--- config.mk ---
export PLATFORM = sky130hd
export DESIGN_NAME = kcss_ctrl
export DESIGN_NICKNAME = d
export VERILOG_FILES = /design/src/rtl/core/kcss_pkg.sv /design/src/rtl/core/kcss_ctrl.sv
export SDC_FILE = /design/constraint.sdc
export NUM_CORES = 1
export LEC_CHECK = 0
export BUFFER_PORTS_ARGS = -buffer_cell sky130_fd_sc_hd__clkbuf_2
export CAP_MARGIN = 0
export CORE_AREA = 4 4 41 43
export DETAILED_ROUTE_END_ITERATION = 10
export DIE_AREA = 0 0 45 47
export SLEW_MARGIN = 20
export SYNTH_ARGS = -nofsm -noshare
export SYNTH_HDL_FRONTEND = slang
export SYNTH_SLANG_ARGS = --single-unit
--- constraint.sdc ---
create_clock -name clk -period 2.5 [get_ports clk]
set_input_delay 0.75 -clock clk [delete_from_list [all_inputs] [get_ports clk]]
set_output_delay 0.75 -clock clk [all_outputs]
set_load 0.005 [all_outputs]
--- src/rtl/core/kcss_pkg.sv ---
`default_nettype none
package kcss_pkg;

  localparam int KeyTimeWidth = 32;
  localparam int ValueWidth   = 16;
  localparam int CountWidth   = 6;
  localparam int IndexWidth   = 5;
  localparam int CfgAddrWidth = 2;
  localparam int CfgDataWidth = 6;

  localparam logic [CfgAddrWidth-1:0] CFG_LEVEL_COUNT = 2'd0;
  localparam logic [CfgAddrWidth-1:0] CFG_SPLIT_COUNT = 2'd1;
  localparam logic [CfgAddrWidth-1:0] CFG_STEREO      = 2'd2;

  localparam logic signed [17:0] ValueOne = 18'sd16384;

  typedef struct packed {
    logic                           mode;
    logic                           curve_select;
    logic [IndexWidth-1:0]          key_index;
    logic [KeyTimeWidth-1:0]        key_time;
    logic signed [ValueWidth-1:0]   key_value;
    logic [KeyTimeWidth-1:0]        query_time;
  } item_t;

  typedef struct packed {
    logic                           found;
    logic signed [ValueWidth-1:0]   level;
    logic signed [ValueWidth-1:0]   left_level;
    logic signed [ValueWidth-1:0]   right_level;
  } result_t;

  typedef enum logic [3:0] {
    ST_IDLE,
    ST_SCAN,
    ST_FETCH,
    ST_FETCH2,
    ST_DIV,
    ST_MUL,
    ST_NEXT,
    ST_SHARE,
    ST_SHARE2,
    ST_DONE
  } state_t;

  typedef struct packed {
    logic load;
    logic scan_start;
    logic scan_step;
    logic fetch;
    logic fetch2;
    logic div_step;
    logic mul;
    logic switch_curve;
    logic share;
    logic share2;
    logic emit;
  } cmd_t;

  typedef struct packed {
    logic is_write;
    logic scan_done;
    logic eval_fail;
    logic need_interp;
    logic div_done;
    logic on_split;
    logic stereo;
  } status_t;

endpackage
`default_nettype wire

--- src/rtl/core/kcss_ctrl.sv ---
`default_nettype none
module kcss_ctrl (
  input  wire             clk,
  input  wire             rst,
  input  wire             start,
  output logic            busy,
  output kcss_pkg::cmd_t  cmd,
  input  kcss_pkg::status_t sts
);
  import kcss_pkg::*;

  state_t state, state_next;

  always_ff @(posedge clk) begin
    if (rst) begin
      state <= ST_IDLE;
    end else begin
      state <= state_next;
    end
  end

  always_comb begin
    state_next = state;
    unique case (state)
      ST_IDLE:   if (start) state_next = ST_SCAN;
      ST_SCAN: begin
        if (sts.is_write) state_next = ST_IDLE;
        else if (sts.scan_done) state_next = ST_FETCH;
      end
      ST_FETCH:  state_next = ST_FETCH2;
      ST_FETCH2: begin
        if (sts.eval_fail) state_next = ST_DONE;
        else if (sts.need_interp) state_next = ST_DIV;
        else state_next = ST_NEXT;
      end
      ST_DIV:    if (sts.div_done) state_next = ST_MUL;
      ST_MUL:    state_next = ST_NEXT;
      ST_NEXT: begin
        if (sts.on_split) state_next = ST_SHARE;
        else if (sts.stereo) state_next = ST_SCAN;
        else state_next = ST_DONE;
      end
      ST_SHARE:  state_next = ST_SHARE2;
      ST_SHARE2: state_next = ST_DONE;
      ST_DONE:   state_next = ST_IDLE;
      default:   state_next = ST_IDLE;
    endcase
  end

  always_comb begin
    cmd = '0;
    busy = (state != ST_IDLE);
    unique case (state)
      ST_IDLE:   begin cmd.load = start; cmd.scan_start = start; end
      ST_SCAN:   cmd.scan_step = 1'b1;
      ST_FETCH:  cmd.fetch = 1'b1;
      ST_FETCH2: cmd.fetch2 = 1'b1;
      ST_DIV:    cmd.div_step = 1'b1;
      ST_MUL:    cmd.mul = 1'b1;
      ST_NEXT:   cmd.switch_curve = !sts.on_split && sts.stereo;
      ST_SHARE:  cmd.share = 1'b1;
      ST_SHARE2: cmd.share2 = 1'b1;
      ST_DONE:   cmd.emit = 1'b1;
      default:   cmd = '0;
    endcase
  end

endmodule
`default_nettype wire

# After elaboration in Yosys (flattened, before gate mapping)
# Cells that the tools add are included.
dict set report op_classes {
  n_eq_ne 12
  n_mux 19
  n_reduce_logical 5
}
# operator n
set ops {}
lappend ops {{$pmux W4 S9} 1}
lappend ops {{$mux W4} 7}
lappend ops {{$eq A4 B3 Y1 const B} 4}
lappend ops {{$mux W1} 9}
lappend ops {{$eq A4 B2 Y1 const B} 2}
lappend ops {{$eq A4 B4 Y1 const B} 2}
lappend ops {{$eq A4 B1 Y1 const B} 1}
lappend ops {{$logic_not A4 Y1} 1}
lappend ops {{$mux W2} 2}
lappend ops {{$ne A2 B2 Y1 const B} 2}
lappend ops {{$reduce_bool A4 Y1} 1}
lappend ops {{$ne A3 B3 Y1 const B} 1}
lappend ops {{$reduce_and A3 Y1} 1}
lappend ops {{$logic_and A1 B1 Y1} 1}
lappend ops {{$logic_not A1 Y1} 1}
dict set report word_totals {
  reg_bits 4
  in_bits 10
  output_inout_bits 12
  elab_cells 37
}

# Longest topological paths before layout
# Gate-level depths: netlist (run 1).
dict set report depth {
  depth_word 3
  depth_mapped 5
  mapped_depth_nobuf 4
}

# Least setup slack after synthesis (run 1)
# Ideal clock, no wire load.
dict set report synth_timing {
  path_kind {input port to output port}
  from {input start}
  to {output cmd[10] (netlist name)}
  arrival_ns 1.028
  required_ns 1.750
  path_slack_ns 0.722
  cell_stages 2
  n_path_buf 1
  path_cell_list {and3_1 buf_4}
}
# element line_no
set synth_lines {}
lappend synth_lines {{start: declaration} kcss_ctrl.sv:5} ;# input wire start,
lappend synth_lines {{end: declaration} kcss_ctrl.sv:7} ;# output kcss_pkg::cmd_t cmd,

==> run summary, run 1 <==
The number of antenna diodes in the final layout is 0. Synthesis produced a netlist whose cell count is 55. In the routed layout, each cell is associated on average with a via count of 4.78. The kind of path behind the tightest hold check was reg2reg. At the pin with the least slew margin, the transition time is 0.420 ns.

The library cells used most frequently in the layout, excluding fill and tap cells, are sky130_fd_sc_hd__clkbuf_2, sky130_fd_sc_hd__nor2_1, sky130_fd_sc_hd__nand2_1. Total power of the final layout: 0.267 mW. The first-pass GRT wire length is 1390 um. Traced cell by cell, the critical path runs through nand2_1 > nor2_1 > and3_1 > clkbuf_2.

Along the worst path, the maximum fanout reaches 14. The power density over the cells came out at 523 nW/um2. Cell type with the largest total area after synthesis: sky130_fd_sc_hd__dfxtp_1.

The count of filler cells inserted in the layout is 137. Hold timing on the final database bottoms out at a slack of 0.652 ns. For the number of top-level pins, the log shows 22. Yosys attributes the largest share of cell area to sky130_fd_sc_hd__dfxtp_1, sky130_fd_sc_hd__nor2_1, sky130_fd_sc_hd__and4bb_1.

For this block, the routed nets add up to 897 um of wire. The vertical die dimension works out to 47 um. The die boundary width is 45 um, and the pin count of the biggest net entering global routing is 15. Cells fill 39.2% of the core in the end. When the netlist entered floorplanning its net count stood at 65.

During synthesis, Yosys emitted a total of 0 warnings. The area occupied by multi-input gates was 273 um2. The number of distinct library cells after synthesis was 23; the final cycle utilization of the critical path was 83.3%. The clock drives 4 sinks.

The run gives 370 as the via count of the first global-routing pass. The slowest cell on the critical path was sky130_fd_sc_hd__dfxtp_1. Measured against its own limit, the worst slew margin works out to 71.9%. Setup violations remaining at the end of the flow were counted as 0. Final-report max-slew violation count: 0. For this block, the initial DRC count from the detailed router was 4.

Detailed placement finished with a half-perimeter wire length of 731 um. With fillers left out, the area of the finished cells amounts to 510 um2. In this run the standard cell core region covers 1300 um2. Cells with a size suffix above 1 make up 38.7% of the layout. The largest registers in the layout are state: 4 flops. The initial antenna violation count was 0. The flip-flop count of the largest register after layout came out at 4. The number of setup buffers added after CTS is 0. The die footprint came out at 2120 um2.

The tree is rooted in a sky130_fd_sc_hd__clkbuf_4. After clock tree synthesis, the clock-pin slew on the worst setup and hold paths is 0.03 ns. The initial core utilization is 30.0%, and the average cell area after synthesis is 7.10 um2.

The global placer's final weighted congestion was 0.764. Setup total negative slack: 0 ns. Summed over all layers, the global routing overflow is 0. The area growth from synthesis to layout is 30.8%. TritonCTS built the clock tree. The run gives 13 as the row count.

Registers take 80.1 um2. Residual DRC count: 0. Summed over all cells, the static leakage comes to 0.254 nW. Final net count: 87. Proportion of netlist area held by the largest area contributor: 20.5%.

The most common library cell in the layout ignoring fill and taps is sky130_fd_sc_hd__clkbuf_2. After synthesis the cells add up to 390 um2. More flip-flops sit in one register than any other, and that register is state. In the final routed layout, each cell accounts on average for 9.97 um. The run finished with clean final reports. The critical path in this run is classified as reg2out. The count of nets left with antenna violations after detail routing is 0, and the total routing resource utilization after global routing is 9.08%.

Buffer levels on the longest clock path: 2. The tools report the number of detailed-route iterations in the first pass as 2. The number of hold violations in the final report is 0.

Post-placement worst setup slack: 0.496 ns. For this run, the number of standard cells in the final layout without fillers is 90. The worst-case IR drop observed on VDD is 0.306 mV. The depth of the CTS H-tree is 1, and the sequential element share of the synthesized area is 20.5%. The total placed instance area is 488 um2, and the peak per-stage delay on the critical path is 0.57 ns. The count of buffers from port buffering was 21; the vias after detailed routing was 430. The maximum achievable frequency is 0.480 GHz. The number of clock buffers added by TritonCTS is 3. Counting tap cells, the placed design contains a total of 87 instances. Setup repair after global routing left no endpoint under its margin. The data required time at the worst endpoint is 1.75 ns. Grouping stages by cell kind, the critical path spends the most delay in flip-flops. Endpoint type of the worst setup path: an output pin.

The tool flagged a number of max-cap violations equal to 0. For the final database, setup skew stands at 0.00103 ns. The logs give 0 for the post-cts sizing count and 0 for the number of buffers inserted by hold repair at cts. The run gives 0.418 ns as the worst setup margin. The number of buffers and inverters on the critical path is 1, and the data arrival time at the worst-slack endpoint is 1.33 ns.

The count of state elements after synthesis was 4; the minimum clock period was 2.08 ns. The nature of the critical path startpoint is a flip-flop. The clock reaches the later pin of the worst-skew pair after 0.23 ns.
[cells in the mapped netlist]
cell type and n:
sky130_fd_sc_hd__nor2_1 11, sky130_fd_sc_hd__nand2_1 6, sky130_fd_sc_hd__a21oi_1 4, sky130_fd_sc_hd__dfxtp_1 4, sky130_fd_sc_hd__nand2b_1 4, sky130_fd_sc_hd__and3_1 3
sky130_fd_sc_hd__buf_2 3, sky130_fd_sc_hd__and4bb_1 2, sky130_fd_sc_hd__nor2b_1 2, sky130_fd_sc_hd__nor3_1 2, sky130_fd_sc_hd__o21ai_0 2, sky130_fd_sc_hd__a21oi_2 1
sky130_fd_sc_hd__a22oi_1 1, sky130_fd_sc_hd__and3b_1 1, sky130_fd_sc_hd__buf_4 1, sky130_fd_sc_hd__buf_6 1, sky130_fd_sc_hd__inv_1 1, sky130_fd_sc_hd__nand3b_1 1
sky130_fd_sc_hd__nor3_2 1, sky130_fd_sc_hd__nor4_2 1, sky130_fd_sc_hd__nor4b_1 1, sky130_fd_sc_hd__nor4b_2 1, sky130_fd_sc_hd__o2bb2ai_1 1
[worst register-to-register path, cell delays in order (launching register included)]
cell                       delay, ns
sky130_fd_sc_hd__dfxtp_1        0.57
sky130_fd_sc_hd__nand2b_1       0.20
sky130_fd_sc_hd__nor3_2         0.19
sky130_fd_sc_hd__nand2_1        0.10
sky130_fd_sc_hd__and3b_1        0.17
[where the power goes]
part           switching, mW  internal [mW]
Combinational         0.0470         0.0500
Clock                 0.0222         0.0534
Sequential            0.0227         0.0715
[logic make-up after synthesis]
logic type / after synthesis / synth area share [%]
buffers and inverters: 6 / 9.61
AO/OA/AOI/OAI: 9 / 14.1
flip-flops: 4 / 20.5
AND/OR/NAND/NOR: 36 / 55.8
[layout make-up]
type	count	area share, %
multi-input combinational	45	53.4
tap	15	3.68
timing repair buffer	22	22.1
sequential	4	15.7
inverter	1	0.735
clock buffer	3	4.41
[routing by layer]
layer  vias to the layer above  part of all wire [%]  track usage [%]
met5                         -                     0                0
met4                         0                     0             7.02
met3                         0                    10             1.92
met2                        13                    44             14.4
met1                       188                    46             10.7
li1                        229                     -                -
[path summary, 6_finish.rpt]
kind                            startpoint        to  slack, ns  cells after the start
worst min register to register    state[3]  state[2]       0.65                      1
worst max-delay path              state[1]    cmd[3]       0.42                      4
worst min-delay path              state[3]  state[2]       0.65                      1
worst max register to register    state[0]  state[1]       1.17                      4
No activity file was read; power rests on OpenSTA's default activity.
==> run 2: changes to the inputs <==
clock period = 2.15 ns   (was 2.5 ns; I/O delays follow)
==> run summary, run 2 (synthesis results as in run 1) <==
The flow ran to the end, and the final reports show no timing, DRC or antenna violations. Total power of the final layout: 0.315 mW (was 0.267 mW). Area of the core: 1300 um2 (unchanged). The residual overflow from global routing was 0 (unchanged); the flip-flop count of the largest register after layout was 4 (unchanged). The net switching share of the total power is 35.5% (was 34.5%).

The TritonCTS buffer count was 3 (unchanged); the setup violation total in the final timing report was 0 (unchanged). Cell-by-cell trace of the critical path: nand2_1 > nor2_1 > and3_1 > clkbuf_2 (unchanged). The tools report the total clock sinks as 4 (unchanged).

Number of buffers and inverters on the critical path: 1 (unchanged). The fraction of power consumed by sequential logic was 35.3% (about the same). The number of DRC markers in iteration 0 was 4 (unchanged); the number of detailed-route iterations in the first pass was 2 (unchanged). The worst clock skew on the final layout is 0.00123 ns (was 0.00103 ns), and the transition time of the tightest slew-check pin is 0.463 ns (was 0.420 ns). The tools report the max-capacitance violation count as 0 (unchanged).

The clock share of power was 29.0% (was 28.3%); the worst-path maximum fanout was 14 (unchanged). The cell at the root of the clock tree was sky130_fd_sc_hd__clkbuf_4 (unchanged). The number of buffers inserted to repair setup after CTS came out at 0 (unchanged). Most common library cell in the layout ignoring fill and taps: sky130_fd_sc_hd__clkbuf_2 (unchanged). The relative max-transition margin was 69.1% (was 71.9%); the peak per-stage delay on the critical path was 0.60 ns (was 0.57 ns).

The run gives 0 (unchanged) as the final-report max-slew violation count. Nature of the critical path startpoint: a flip-flop (unchanged). The number of top-level pins was 22 (unchanged).

Top library cells by usage in the layout, fill and taps aside: sky130_fd_sc_hd__clkbuf_2, sky130_fd_sc_hd__nor2_1, sky130_fd_sc_hd__nand2_1 (unchanged). The family of cells with the greatest summed delay on the critical path is flip-flops (unchanged). The die footprint is 2120 um2 (unchanged). The endpoint type of the worst setup path was an output pin (unchanged).

The via count of the first global-routing pass is 385 (was 370), and the maximum achievable frequency is 0.495 GHz. The tools report the setup total negative slack as 0 ns (unchanged). The average via count per standard cell is 4.86 (was 4.78), and the insertion delay to the later sink of the worst-skew pair is 0.23 ns (about the same).

The routed wirelength normalized by instance count is 10.7 um (was 9.97 um). The data required time at the worst endpoint is 1.50 ns (was 1.75 ns), and the vias after detailed routing is 437 (was 430). The switching power is 0.112 mW (was 0.0919 mW), and the vertical die dimension is 47 um (unchanged). Data arrival time at the worst-slack endpoint: 1.38 ns (was 1.33 ns).

The number of hold violations in the final report came out at 0 (unchanged). The detailed-route wire length is 960 um (was 897 um). The first-pass GRT wire length came out at 1520 um (was 1390 um).

The initial antenna violation count was 0 (unchanged). Registers with the most flip-flops: state: 4 flops (unchanged). The buffer levels on the longest clock path was 2 (unchanged); the final net count was 87 (unchanged). The power density over the cells came out at 618 nW/um2 (was 523 nW/um2). The run gives 0 (unchanged) as the count of nets left with antenna violations after detail routing. The tools report the depth of the CTS H-tree as 1 (unchanged).

After layout, the minimum clock period comes to 2.02 ns. The total routing resource utilization after global routing was 9.72% (was 9.08%). Dividing the final minimum period by the clock period gives 94.0%. Largest register by flop count: state (unchanged). The global placer's final weighted congestion was 0.707 (was 0.764); the row count was 13 (unchanged). Post-cts sizing count: 0 (unchanged). The count of buffers from port buffering is 21 (unchanged). The pin count of the biggest net entering global routing was 15 (unchanged); the residual DRC count was 0 (unchanged). TritonCTS built the clock tree. The count of filler cells inserted in the layout is 151 (was 137), and the number of diodes is 0 (unchanged). The leakage power of the design was 0.254 nW (unchanged); the number of buffers inserted by hold repair at cts was 0 (unchanged). Kind of path behind the tightest hold check: in2reg (was reg2reg).

The slowest cell on the critical path was sky130_fd_sc_hd__dfxtp_1 (unchanged). For the initial core utilization, the log shows 30.0% (unchanged). Setup repair after global routing left no endpoint under its margin. The critical setup path kind is reg2out (unchanged). The fraction of layout cells with a size suffix above 1 is 38.7% (unchanged). The internal power consumption is 0.204 mW (was 0.175 mW), and the worst supply voltage drop on vdd is 0.321 mV (was 0.306 mV). Area overhead of the layout relative to synthesis: 30.8% (unchanged). The clock transition at the registers of the reported paths came out at 0.04 ns (was 0.03 ns).

The tools report the fraction of power consumed by combinational cells as 35.7% (was 36.4%). The die boundary width was 45 um (unchanged); the HPWL reported at the end of detailed placement was 763 um (was 731 um).
==> run 2: cell counts in the layout (fill, tap and decap cells not counted) <==
Identical to the previous run, type by type.
==> run 2: worst register-to-register path: stages (launching register included) <==
cell and delay, ns:
sky130_fd_sc_hd__dfxtp_1 0.58, sky130_fd_sc_hd__nand2b_1 0.19, sky130_fd_sc_hd__nor3_2 0.18, sky130_fd_sc_hd__nand2_1 0.10, sky130_fd_sc_hd__and3b_1 0.17
==> run 2: stage by stage <==
step	area, um2	worst slack, ns	instances	util, %	hold WS, ns
finish	510	0.130	90	39.2	0.618
global route	510	0.00742	90	39.2	0.626
CTS	510	0.129	90	39.2	0.613
detailed placement	488	0.357	87	37.5	0.658
global placement	488	0.362	87	37.5	0.648
floorplan	390	0.554	55	-	0.523
==> run 2: routing by layer <==
layer | track usage [%] | vias up | share of wire [%]
met5 | 0 | - | 0
met3 | 1.15 | 2 | 7.0
met2 | 13.6 | 15 | 43
li1 | - | 231 | -
met4 | 7.02 | 0 | 1.6
met1 | 13.7 | 189 | 48
==> run 2: power groups by stage <==
stage / clock network [mW] / logic (mW) / registers, mW
3_3_place_gp: 0 / 0.113 / 0.112
2_1_floorplan: 0 / 0.0978 / 0.0907
5_1_grt: 0.0977 / 0.129 / 0.115
6_report: 0.0914 / 0.112 / 0.111
3_5_place_dp: 0 / 0.114 / 0.114
4_1_cts: 0.0967 / 0.115 / 0.112
==> run 2: worst paths after layout <==
kind | from | slack [ns] | endpoint | cells after the start
worst max-delay path | state[1] | 0.13 | cmd[3] | 4
worst min-delay path | rst | 0.62 | state[0] | 2
worst max register to register | state[0] | 0.83 | state[1] | 4
worst min register to register | state[3] | 0.65 | state[2] | 1
==> run 2: cell type report <==
type | instances | area (um2) | share of cell area [%]
Sequential cell | 4 | 80.1 | 15.7
Timing Repair Buffer | 22 | 113 | 22.1
Tap cell | 15 | 18.8 | 3.68
Clock buffer | 3 | 22.5 | 4.41
Inverter | 1 | 3.75 | 0.735
Multi-Input combinational cell | 45 | 273 | 53.4
